### config.mk
export PLATFORM = sky130hd
export DESIGN_NAME = buddy_frame_allocator
export DESIGN_NICKNAME = d
export VERILOG_FILES = /design/src/rtl/core/bfa_pkg.sv /design/src/rtl/core/buddy_frame_allocator.sv /design/src/rtl/core/bfa_mark_mem.sv /design/src/rtl/core/bfa_walk.sv
export SDC_FILE = /design/constraint.sdc
export NUM_CORES = 2
export LEC_CHECK = 0
export BUFFER_PORTS_ARGS = -buffer_cell sky130_fd_sc_hd__buf_2
export CORE_ASPECT_RATIO = 1.1
export CORE_MARGIN = 2
export CORE_UTILIZATION = 30
export DETAILED_ROUTE_END_ITERATION = 8
export GPL_ROUTABILITY_DRIVEN = 0
export PLACE_DENSITY = 0.53
export SLEW_MARGIN = 20
export SYNTH_ARGS = -nofsm -noshare
export SYNTH_HDL_FRONTEND = slang
export SYNTH_HIERARCHICAL = 1
export SYNTH_SLANG_ARGS = --single-unit
### constraint.sdc
create_clock -name clk_i -period 39.4 [get_ports clk_i]
set_input_delay 5.91 -clock clk_i [delete_from_list [all_inputs] [get_ports clk_i]]
set_output_delay 5.91 -clock clk_i [all_outputs]
set_load 0.02 [all_outputs]
### src/rtl/core/bfa_pkg.sv
// Shared types and constants for the buddy frame allocator.
// Used by bfa_walk and buddy_frame_allocator; no dependencies.
package bfa_pkg;

  // Field widths fixed by the interface.
  localparam int ReqW  = 23;
  localparam int AddrW = 32;

  // Default geometry and register reset value.
  localparam int LeafLog2Def  = 10;
  localparam int FrameLog2Def = 12;
  localparam logic [AddrW-1:0] RegionBaseRst = 32'h1000_0000;

  // Operation codes.
  typedef enum logic {
    OP_ALLOC = 1'b0,
    OP_FREE  = 1'b1
  } op_e;

  // Status codes.
  typedef enum logic {
    ST_OK   = 1'b0,
    ST_FAIL = 1'b1
  } status_e;

  // Input word.
  typedef struct packed {
    logic             op;
    logic [ReqW-1:0]  request_bytes;
    logic [AddrW-1:0] block_address;
  } in_word_t;

  // Result word.
  typedef struct packed {
    logic             status;
    logic [AddrW-1:0] granted_address;
  } out_word_t;

  // Walk sequencer states, one-hot.
  typedef enum logic [13:0] {
    S_CLEAR = 14'h0001,
    S_IDLE  = 14'h0002,
    S_SIZE  = 14'h0004,
    S_ARD   = 14'h0008,
    S_AEV   = 14'h0010,
    S_CLIMB = 14'h0020,
    S_SCHK  = 14'h0040,
    S_SPLR  = 14'h0080,
    S_SPLL  = 14'h0100,
    S_FRD   = 14'h0200,
    S_FEV   = 14'h0400,
    S_MCHK  = 14'h0800,
    S_MEV   = 14'h1000,
    S_MWB   = 14'h2000
  } state_e;

endpackage

### src/rtl/core/buddy_frame_allocator.sv
// Binary buddy frame allocator top level: region base register, tree walk
// and free-mark memory. Depends on bfa_pkg, bfa_mark_mem and bfa_walk.
//
// A word is taken when start_i is high and busy_o is low. Its one result word
// shows on res_o for a single cycle with done_o high, the cycle after the walk
// finishes, and cannot be held off; busy_o is already low in that cycle.
// After reset the free-mark memory is cleared node by node, which keeps busy_o
// high until every node has been written. Every word goes through the size
// check, stepping once per power of two from the frame size up to the request.
// An allocate then reads each tree node visited by the depth-first search,
// steps back up or across the tree, splits blocks and finishes; a free reads
// its node, merges level by level and finishes. The registered read of the
// mark memory sets the per-node cost, so a search over a crowded tree can
// take long.
module buddy_frame_allocator
  import bfa_pkg::*;
#(
  parameter int LEAF_LOG2  = LeafLog2Def,
  parameter int FRAME_LOG2 = FrameLog2Def
) (
  input  logic             clk_i,
  input  logic             rst_ni,
  input  logic             start_i,
  output logic             busy_o,
  input  in_word_t         in_i,
  output logic             done_o,
  output out_word_t        res_o,
  input  logic             cfg_we_i,
  input  logic [AddrW-1:0] cfg_wdata_i
);

  logic [AddrW-1:0] base_q;
  logic             rd_en, rd_data, wr_en, wr_data;
  logic [LEAF_LOG2:0] rd_addr, wr_addr;

  // Region base register.
  always_ff @(posedge clk_i or negedge rst_ni) begin
    if (!rst_ni) begin
      base_q <= RegionBaseRst;
    end else if (cfg_we_i) begin
      base_q <= cfg_wdata_i;
    end
  end

  // Tree walk sequencer.
  bfa_walk #(
    .LeafLog2 (LEAF_LOG2),
    .FrameLog2(FRAME_LOG2)
  ) u_walk (
    .clk_i    (clk_i),
    .rst_ni   (rst_ni),
    .start_i  (start_i),
    .in_i     (in_i),
    .base_i   (base_q),
    .busy_o   (busy_o),
    .done_o   (done_o),
    .res_o    (res_o),
    .rd_en_o  (rd_en),
    .rd_addr_o(rd_addr),
    .rd_data_i(rd_data),
    .wr_en_o  (wr_en),
    .wr_addr_o(wr_addr),
    .wr_data_o(wr_data)
  );

  // Free marks, one per node.
  bfa_mark_mem #(
    .NodeW(LEAF_LOG2 + 1)
  ) u_mem (
    .clk_i    (clk_i),
    .rd_en_i  (rd_en),
    .rd_addr_i(rd_addr),
    .rd_data_o(rd_data),
    .wr_en_i  (wr_en),
    .wr_addr_i(wr_addr),
    .wr_data_i(wr_data)
  );

`ifndef SYNTHESIS
  // A result word only ends an operation that was in progress.
  a_done_after_busy: assert property (@(posedge clk_i) disable iff (!rst_ni)
    done_o |-> $past(busy_o)) else $error("result word without operation");

  // Failures never report an address.
  a_zero_addr: assert property (@(posedge clk_i) disable iff (!rst_ni)
    done_o && res_o.status == ST_FAIL
    |-> res_o.granted_address == '0) else $error("failure with address");

  // An accepted word keeps the block busy, with no result, in the cycle after it is taken.
  a_busy_after_start: assert property (@(posedge clk_i) disable iff (!rst_ni)
    start_i && !busy_o |=> busy_o && !done_o) else $error("word not taken");
`endif

endmodule

### src/rtl/core/bfa_mark_mem.sv
// Free-mark memory: one bit per tree node, one write and one read port.
// Read data is registered. Depends on nothing.
module bfa_mark_mem #(
  parameter int NodeW = 11
) (
  input  logic             clk_i,
  input  logic             rd_en_i,
  input  logic [NodeW-1:0] rd_addr_i,
  output logic             rd_data_o,
  input  logic             wr_en_i,
  input  logic [NodeW-1:0] wr_addr_i,
  input  logic             wr_data_i
);

  logic mem_q [2**NodeW];
  logic rd_data_q;

  // Write port.
  always_ff @(posedge clk_i) begin
    if (wr_en_i) begin
      mem_q[wr_addr_i] <= wr_data_i;
    end
  end

  // Registered read port.
  always_ff @(posedge clk_i) begin
    if (rd_en_i) begin
      rd_data_q <= mem_q[rd_addr_i];
    end
  end

  assign rd_data_o = rd_data_q;

endmodule

### src/rtl/core/bfa_walk.sv
// Sequencer that walks the buddy tree held in the free-mark memory.
// Depends on bfa_pkg; drives the ports of one bfa_mark_mem.
module bfa_walk
  import bfa_pkg::*;
#(
  parameter int LeafLog2  = LeafLog2Def,
  parameter int FrameLog2 = FrameLog2Def
) (
  input  logic                    clk_i,
  input  logic                    rst_ni,
  input  logic                    start_i,
  input  in_word_t                in_i,
  input  logic [AddrW-1:0]        base_i,
  output logic                    busy_o,
  output logic                    done_o,
  output out_word_t               res_o,
  output logic                    rd_en_o,
  output logic [LeafLog2:0]       rd_addr_o,
  input  logic                    rd_data_i,
  output logic                    wr_en_o,
  output logic [LeafLog2:0]       wr_addr_o,
  output logic                    wr_data_o
);

  localparam int NodeW     = LeafLog2 + 1;
  localparam int RegionLog2 = LeafLog2 + FrameLog2;
  localparam int LgW       = $clog2(RegionLog2 + 1);
  localparam int DepthW    = $clog2(LeafLog2 + 1);
  localparam int OffW      = LeafLog2 + FrameLog2;
  localparam logic [LgW:0]        RegionLg = (LgW + 1)'(RegionLog2);
  localparam logic [LgW-1:0]      FrameLg  = LgW'(FrameLog2);
  localparam logic [DepthW-1:0]   LeafD    = DepthW'(LeafLog2);
  localparam logic [NodeW-1:0]    RootNode = NodeW'(1);

  state_e             state_q, state_d;
  logic               op_q, op_d;
  logic [ReqW-1:0]    req_q, req_d;
  logic [AddrW-1:0]   addr_q, addr_d;
  logic [LgW-1:0]     need_q, need_d;
  logic [NodeW-1:0]   node_q, node_d;
  logic [DepthW-1:0]  depth_q, depth_d;
  logic [NodeW-1:0]   clr_q, clr_d;
  logic               done_q, done_d;
  out_word_t          res_q, res_d;

  logic               too_big, grow;
  logic               can_split;
  logic [AddrW-1:0]   off;
  logic               bad_off;
  logic [LgW-1:0]     fdiff;
  logic [NodeW-1:0]   fnode;
  logic [LeafLog2-1:0] lmask, leaf;
  logic [OffW-1:0]    boff;
  logic [NodeW-1:0]   left, buddy;

  // Request against region size and ceil log2 stepping.
  assign too_big = (RegionLog2 < ReqW) &&
                   ({1'b0, req_q} > ((ReqW + 1)'(1) << RegionLog2));
  assign grow    = ((LgW + 1)'(need_q) < RegionLg) && (need_q < LgW'(ReqW)) &&
                   ({1'b0, req_q} > ((ReqW + 1)'(1) << need_q));

  // A block of this node's size still halves toward the request.
  assign can_split = (depth_q < LeafD) &&
                     (((LgW + 1)'(need_q) + (LgW + 1)'(depth_q)) < RegionLg);

  // Free: offset checks and node index of the block.
  assign off     = addr_q - base_i;
  assign bad_off = ((AddrW + 1)'(off) >> RegionLog2) != '0 ||
                   (off & ~({AddrW{1'b1}} << need_q)) != '0;
  assign fdiff   = LgW'(RegionLg) - need_q;
  assign fnode   = (RootNode << DepthW'(fdiff)) | NodeW'(off >> need_q);

  // Alloc: byte offset of the found block.
  assign lmask = ~({LeafLog2{1'b1}} << depth_q);
  assign leaf  = (node_q[LeafLog2-1:0] & lmask) << (LeafD - depth_q);
  assign boff  = OffW'(leaf) << FrameLog2;

  assign left  = {node_q[NodeW-2:0], 1'b0};
  assign buddy = {node_q[NodeW-1:1], ~node_q[0]};

  // Sequencer.
  always_comb begin
    state_d   = state_q;
    op_d      = op_q;
    req_d     = req_q;
    addr_d    = addr_q;
    need_d    = need_q;
    node_d    = node_q;
    depth_d   = depth_q;
    clr_d     = clr_q;
    done_d    = 1'b0;
    res_d     = res_q;
    rd_en_o   = 1'b0;
    rd_addr_o = node_q;
    wr_en_o   = 1'b0;
    wr_addr_o = node_q;
    wr_data_o = 1'b0;
    case (state_q)
      S_CLEAR: begin
        wr_en_o   = 1'b1;
        wr_addr_o = clr_q;
        wr_data_o = (clr_q == RootNode);
        clr_d     = clr_q + NodeW'(1);
        if (clr_q == {NodeW{1'b1}}) begin
          state_d = S_IDLE;
        end
      end
      S_IDLE: begin
        if (start_i) begin
          op_d    = in_i.op;
          req_d   = in_i.request_bytes;
          addr_d  = in_i.block_address;
          need_d  = FrameLg;
          state_d = S_SIZE;
        end
      end
      S_SIZE: begin
        if (too_big) begin
          done_d  = 1'b1;
          res_d   = '{status: ST_FAIL, granted_address: '0};
          state_d = S_IDLE;
        end else if (grow) begin
          need_d = need_q + LgW'(1);
        end else if (op_q == OP_ALLOC) begin
          node_d  = RootNode;
          depth_d = '0;
          state_d = S_ARD;
        end else if (bad_off) begin
          done_d  = 1'b1;
          res_d   = '{status: ST_FAIL, granted_address: '0};
          state_d = S_IDLE;
        end else begin
          node_d  = fnode;
          state_d = S_FRD;
        end
      end
      S_ARD: begin
        rd_en_o = 1'b1;
        state_d = S_AEV;
      end
      S_AEV: begin
        if (rd_data_i) begin
          wr_en_o = 1'b1;
          state_d = S_SCHK;
        end else if (can_split) begin
          node_d  = left;
          depth_d = depth_q + DepthW'(1);
          state_d = S_ARD;
        end else begin
          state_d = S_CLIMB;
        end
      end
      S_CLIMB: begin
        if (node_q == RootNode) begin
          done_d  = 1'b1;
          res_d   = '{status: ST_FAIL, granted_address: '0};
          state_d = S_IDLE;
        end else if (node_q[0]) begin
          node_d  = node_q >> 1;
          depth_d = depth_q - DepthW'(1);
        end else begin
          node_d  = node_q + NodeW'(1);
          state_d = S_ARD;
        end
      end
      S_SCHK: begin
        if (can_split) begin
          state_d = S_SPLR;
        end else begin
          done_d  = 1'b1;
          res_d   = '{status: ST_OK, granted_address: base_i + AddrW'(boff)};
          state_d = S_IDLE;
        end
      end
      S_SPLR: begin
        wr_en_o   = 1'b1;
        wr_addr_o = {node_q[NodeW-2:0], 1'b1};
        wr_data_o = 1'b1;
        state_d   = S_SPLL;
      end
      S_SPLL: begin
        wr_en_o   = 1'b1;
        wr_addr_o = left;
        node_d    = left;
        depth_d   = depth_q + DepthW'(1);
        state_d   = S_SCHK;
      end
      S_FRD: begin
        rd_en_o = 1'b1;
        state_d = S_FEV;
      end
      S_FEV: begin
        if (rd_data_i) begin
          done_d  = 1'b1;
          res_d   = '{status: ST_FAIL, granted_address: '0};
          state_d = S_IDLE;
        end else begin
          state_d = S_MCHK;
        end
      end
      S_MCHK: begin
        if (node_q == RootNode) begin
          wr_en_o   = 1'b1;
          wr_data_o = 1'b1;
          done_d    = 1'b1;
          res_d     = '{status: ST_OK, granted_address: '0};
          state_d   = S_IDLE;
        end else begin
          rd_en_o   = 1'b1;
          rd_addr_o = buddy;
          state_d   = S_MEV;
        end
      end
      S_MEV: begin
        if (rd_data_i) begin
          // Buddy is free too: clear both halves and move up.
          wr_en_o   = 1'b1;
          wr_addr_o = buddy;
          state_d   = S_MWB;
        end else begin
          wr_en_o   = 1'b1;
          wr_data_o = 1'b1;
          done_d    = 1'b1;
          res_d     = '{status: ST_OK, granted_address: '0};
          state_d   = S_IDLE;
        end
      end
      S_MWB: begin
        wr_en_o = 1'b1;
        node_d  = node_q >> 1;
        state_d = S_MCHK;
      end
      default: begin
        state_d = S_IDLE;
      end
    endcase
  end

  // Control registers.
  always_ff @(posedge clk_i or negedge rst_ni) begin
    if (!rst_ni) begin
      state_q <= S_CLEAR;
      clr_q   <= '0;
      done_q  <= 1'b0;
    end else begin
      state_q <= state_d;
      clr_q   <= clr_d;
      done_q  <= done_d;
    end
  end

  // Working and result registers.
  always_ff @(posedge clk_i) begin
    op_q    <= op_d;
    req_q   <= req_d;
    addr_q  <= addr_d;
    need_q  <= need_d;
    node_q  <= node_d;
    depth_q <= depth_d;
    res_q   <= res_d;
  end

  assign busy_o = (state_q != S_IDLE);
  assign done_o = done_q;
  assign res_o  = res_q;

endmodule
======== After elaboration in Yosys (flattened, before gate mapping) ========
Memories as Yosys holds them, arrays and structs flattened. A register that Yosys moved wholly into a read port is not among the register bits.
Cells that the tools add are included.
Widths: inputs -> output; s select.
word-level totals
  bits in registers ....................... 167
  latch bits .............................. 0
  bits in writable memories ............... 2,048
  ROM bits ................................ 0
  bits of input ports ..................... 92
  memories kept ........................... 1
cells by class
  add/subtract/negate cells ............... 10
  multiply operators ...................... 0
  divide/modulo/power cells ............... 0
  order comparisons ....................... 6
  equal/unequal tests ..................... 38
  shifts and indexed selects .............. 6
  multiplexer cells ....................... 65
  bitwise gates (word level) .............. 6
  reduce and logical (&&, ||, !) cells .... 19
memory list
  name         depth  bits a word  rd ports  clocked after Yosys merged registers in  wr ports  line                source
  u_mem.mem_q  2,048  1            1         1                                        1         bfa_mark_mem.sv:15  logic mem_q [2**NodeW];
operators with widths
  cell                   count
  $mux 33                9
  $pmux 33 s6            1
  $pmux 14 s14           1
  $mux 14                9
  $mux 11                8
  $pmux 11 s5            1
  $pmux 11 s4            1
  $reduce_bool 33->1     1
  $add 32x22->32         1
  $and 32x32->32         1
  $not 32->32            1
  $reduce_bool 32->1     1
  $shl 32x5->32 const A  1
  $shr 32x5->11          1
  $sub 32x32->32         1
  $mux 4                 7
  $gt 23x24->1           1
  $shl 1x5->24 const A   1
  $gt 23x23->1 const B   1
  $add 11x1->11 const B  2
  $eq 11x1->1 const B    2
  $ne 2x2->1 const B     8
  $pmux 4 s4             1
  $mux 5                 3
  other kinds (60)       86

======== Depth between registers and ports, before layout ========
  depth in word-level cells ............... 10
  gate-level depth with buffers ........... 21
  mapped depth without buffers ............ 20

======== Hierarchy ========
The synthesis kept the hierarchy.
by module, submodules not included
  module                 instances  cells each  area each (um2)
  bfa_mark_mem           1          6,243       89,355.7
  bfa_walk               1          1,400       12,009.0
  buddy_frame_allocator  1          68          1,346.3

======== Worst setup path before layout ========
OpenSTA, ideal clock, no wires.
  path type ............................... register to register
  from .................................... reg u_walk.state_q[4]
  to ...................................... mem u_mem.mem_q[0], data pin
  library setup time ...................... 5,168 ps
  arrival time ............................ 25,846 ps
  data required time ...................... 34,232 ps
  setup slack ............................. 8,386 ps
  stages on the path, launching flop included .. 9
  buffers on the path ..................... 2
  cells stage by stage .................... dfrtp_1 > clkbuf_1 > nor4_1 > and3_1 > nand2_1 > nor3b_1 > clkbuf_1 > a21oi_1 > nand2_1
between the ends
  cells in the longest elaborated chain, start to end .. 2
  elaborated cells on any way between the ends .. 5
  classes of those cells .................. eq/ne: 4; mux: 1
RTL lines
  element                                     line                         source
  start, declared                             bfa_walk.sv:35               state_e state_q, state_d;
  start signal, assigned                      bfa_walk.sv:246              state_q <= state_d;
  $eq 14x13->1, or another cell as far along  bfa_walk.sv:98               case (state_q)
  $pmux 1 s4 (*)                              bfa_walk.sv:98
  net wr_data                                 buddy_frame_allocator.sv:33  logic rd_en, rd_data, wr_en, wr_data;
  end, declared                               bfa_mark_mem.sv:15
The timed path passes the listed nets; every way through them passes the cells marked *.

======== Worst setup path after layout ========
  from .................................... reg u_walk.state_q[4]
  to ...................................... out busy_o
between the ends
  cells in the longest elaborated chain, start to end .. 1
RTL lines
  element        line                         source
  $ne 14x2->1    bfa_walk.sv:263              assign busy_o = (state_q != S_IDLE);
  end, declared  buddy_frame_allocator.sv:24  output logic busy_o,
Every way passes these cells.

==> out/results.ini <==
[status]
outcome=finished clean

[sta]
fin_skew_ns=0.0879
layout_min_cycle_time_ns=8.82
post-route-period-util_pct=22.4
tightest_slew_ns=1.24
maxSlewViolCount=0
fmax_mhz=113
setup_tns_ns=0
max_slew_margin_pct=17.3
rsz0062_at_grt=no
final-setup-viol-count=0
hold-worst-slack_ns=0.512
setup_ws_ns=30.58
hold_viol=0

[critical_path]
critPathKind=reg2out
end_kind=primary output
worst_setup_path_start_kind=register
worstPathMaxFanout=8
arrival_ns=2.91
cp-startpoint=u_walk/state_q[4]
timing.rr.start=u_walk/state_q[5]
cp_data_required_time_ns=33.49

[logic_synthesis]
syn-instance-count=7711
syn_nets=7893
async_flop_share_pct=2.62
synth_seq_area_share_pct=64.5
yosys.area.top_type=edfxtp_1
synth.area.top_cells=edfxtp_1 63%, nor2_1 8.2%, mux4_2 7.8%
synth.top_cell.area_share_pct=63.1
synth_ff_type=edfxtp_1
synth_area_sq_mm=0.103
synth_edf_count=2158
yosysUniqueCellTypes=104
synth_area_per_cell_sq_um=13.3
yosys_warnings=6
ys_ff_latch=2216

[layout]
syn2layout_area_growth_pct=11.7
layout-drive-gt1-share_pct=14.8
layout_commonest_cell=nor2_1
instances_no_fill=12300
layout_common_cells=2248 x nor2_1, 2158 x edfxtp_1, 354 x mux4_2, 327 x mux2i_1, 286 x nand2_1
fin_util_pct=33.6
fin_area_sq_mm=0.115
fin_nets=7722

[grt]
grt_overflow=0
grt_max_degree=316
track_usage_pct=18.3
grt_pass1_wl_um=465000
grt_pass1_vias=65500
antenna_found_initial=11

[pwr]
combinationalPowerShare_pct=10.1
swShare_pct=24.8
p_total_mw=5.27
power_per_cell_area_mw_per_mm2=45.9
power_frac_seq_pct=49.3
p_clk_share_pct=40.6
power.leakage_nw=40.1
peakVddDrop_mv=0.0394
internal_power_mw=3.96
p_switching_mw=1.31

[die]
die_h_um=618
dieArea_sq_mm=0.347
initial_core_util_pct=30.1
io-pin-count=127
die_w_um=562
coreArea_sq_mm=0.341
rows=225

[placement]
dp_hpwl_um=185000
port_buffers=126
dpl_cell_area_sq_mm=0.107
place_ws_ns=31.50
dp.cells=11800

[cts]
holdBufCountCts=0
post_cts_buffers=0
cts_buffer_depth=4
cts_tree=done
cts-root-buf=clkbuf_16
cts.sinks=2216
cts_buffers=240
path_clk_slew_ns=0.06
clk_latency_ns=0.94
htree_levels=4
cts_resized=0

[flow_run]
drv_cap=0

[worst_hold_path]
worstHoldStart=base_q[11]
hp-class=reg2reg

[routing]
drt_iter0_drc=7341
wl_um=327000
first_pass_iters=6
routed_via_density=5.40
ant_nets=0
wl_per_cell_um=26.6
drc_errors=0
route.vias.total=66200

## power by group through the flow
stage	sequential [mW]	clock (mW)	combinational (mW)
detailed placement	2.64	0	0.524
CTS	2.60	2.18	0.526
global placement	2.64	0	0.521
finish	2.60	2.14	0.531
floorplan	2.65	0	0.361
global route	2.60	2.27	0.570
## sequential cells by signal, indices dropped and copies added (netlist names)
signal	count
u_walk/addr_q	32
u_walk/res_o	33
u_walk/op_q	1
base_q	32
u_walk/node_q	11
u_walk/need_q	5
u_walk/clr_q	11
u_walk/state_q	14
u_walk/done_o	1
u_mem/mem_q	2048
u_walk/depth_q	4
u_walk/req_q	23
u_mem/rd_data_o	1
## per-layer routing
layer	global-route usage, %	vias up	wire [um]
met5	0	-	47
met4	6.96	6	13500
met3	2.88	587	22900
met2	31.6	2703	161000
met1	23.0	34700	129000
li1	-	28200	-
## synthesized netlist by cell type, types with 19 or more instances
| library cell | instances |
|---|---|
| a2111oi_0 | 19 |
| a211oi_1 | 24 |
| a21o_1 | 23 |
| a21oi_1 | 162 |
| a22oi_1 | 38 |
| a31oi_1 | 22 |
| and2_1 | 22 |
| buf_1 | 101 |
| buf_2 | 47 |
| buf_4 | 25 |
| buf_6 | 45 |
| buf_8 | 30 |
| clkbuf_1 | 426 |
| dfrtp_1 | 56 |
| edfxtp_1 | 2158 |
| ha_1 | 86 |
| inv_1 | 76 |
| mux2_4 | 30 |
| mux2i_1 | 327 |
| mux4_1 | 44 |
| mux4_2 | 354 |
| nand2_1 | 319 |
| nand3_1 | 118 |
| nand4_1 | 41 |
| nor2_1 | 2256 |
| nor2b_1 | 21 |
| nor3_1 | 90 |
| nor4_1 | 37 |
| o211ai_1 | 31 |
| o21ai_0 | 121 |
| o221ai_1 | 127 |
| o22ai_1 | 73 |
| xnor2_1 | 37 |
## layout make-up
| type | count | area [sq um] |
|---|---|---|
| multi-input cells | 4720 | 33200 |
| fillers | 33500 | 226000 |
| inverters | 81 | 312 |
| diodes | 4 | 10.0 |
| well taps | 4540 | 5680 |
| clock buffers | 305 | 6320 |
| repair buffers | 281 | 2040 |
| flip-flops and latches | 2216 | 66300 |
| clock inverters | 126 | 970 |
## worst paths after layout
path / end / slack, ns / cells after the start
worst min register to register: base_q[11] / 0.51 / 1
worst max register to register: u_mem/rd_data_o / 31.96 / 19
min in group asynchronous: base_q[0] / 5.12 / 1
worst max-delay path: busy_o / 30.58 / 5
worst min-delay path: base_q[11] / 0.51 / 1
max in group asynchronous: base_q[30] / 33.66 / 1
## critical path, cell delays in order (launching register included)
cell and delay [ns]:
dfrtp_1 0.48, nor4_1 0.67, nand4_1 0.21, nor3b_1 0.35, inv_1 0.13, buf_2 0.20
## cells by family (layout without fill, tap and decap cells)
logic type | count (synthesis) | after routing | share of synthesized area (%)
compound gates | 796 | 796 | 5.42
xor+xnor | 54 | 54 | 0.460
fa+ha+maj | 90 | 90 | 1.13
buf+inv | 775 | 793 | 3.86
flops | 2216 | 2216 | 64.5
mux | 772 | 772 | 12.7
other cells | 0 | 4 | 0
simple gates | 3008 | 3008 | 11.9
Power figures use the tool's default switching activity.
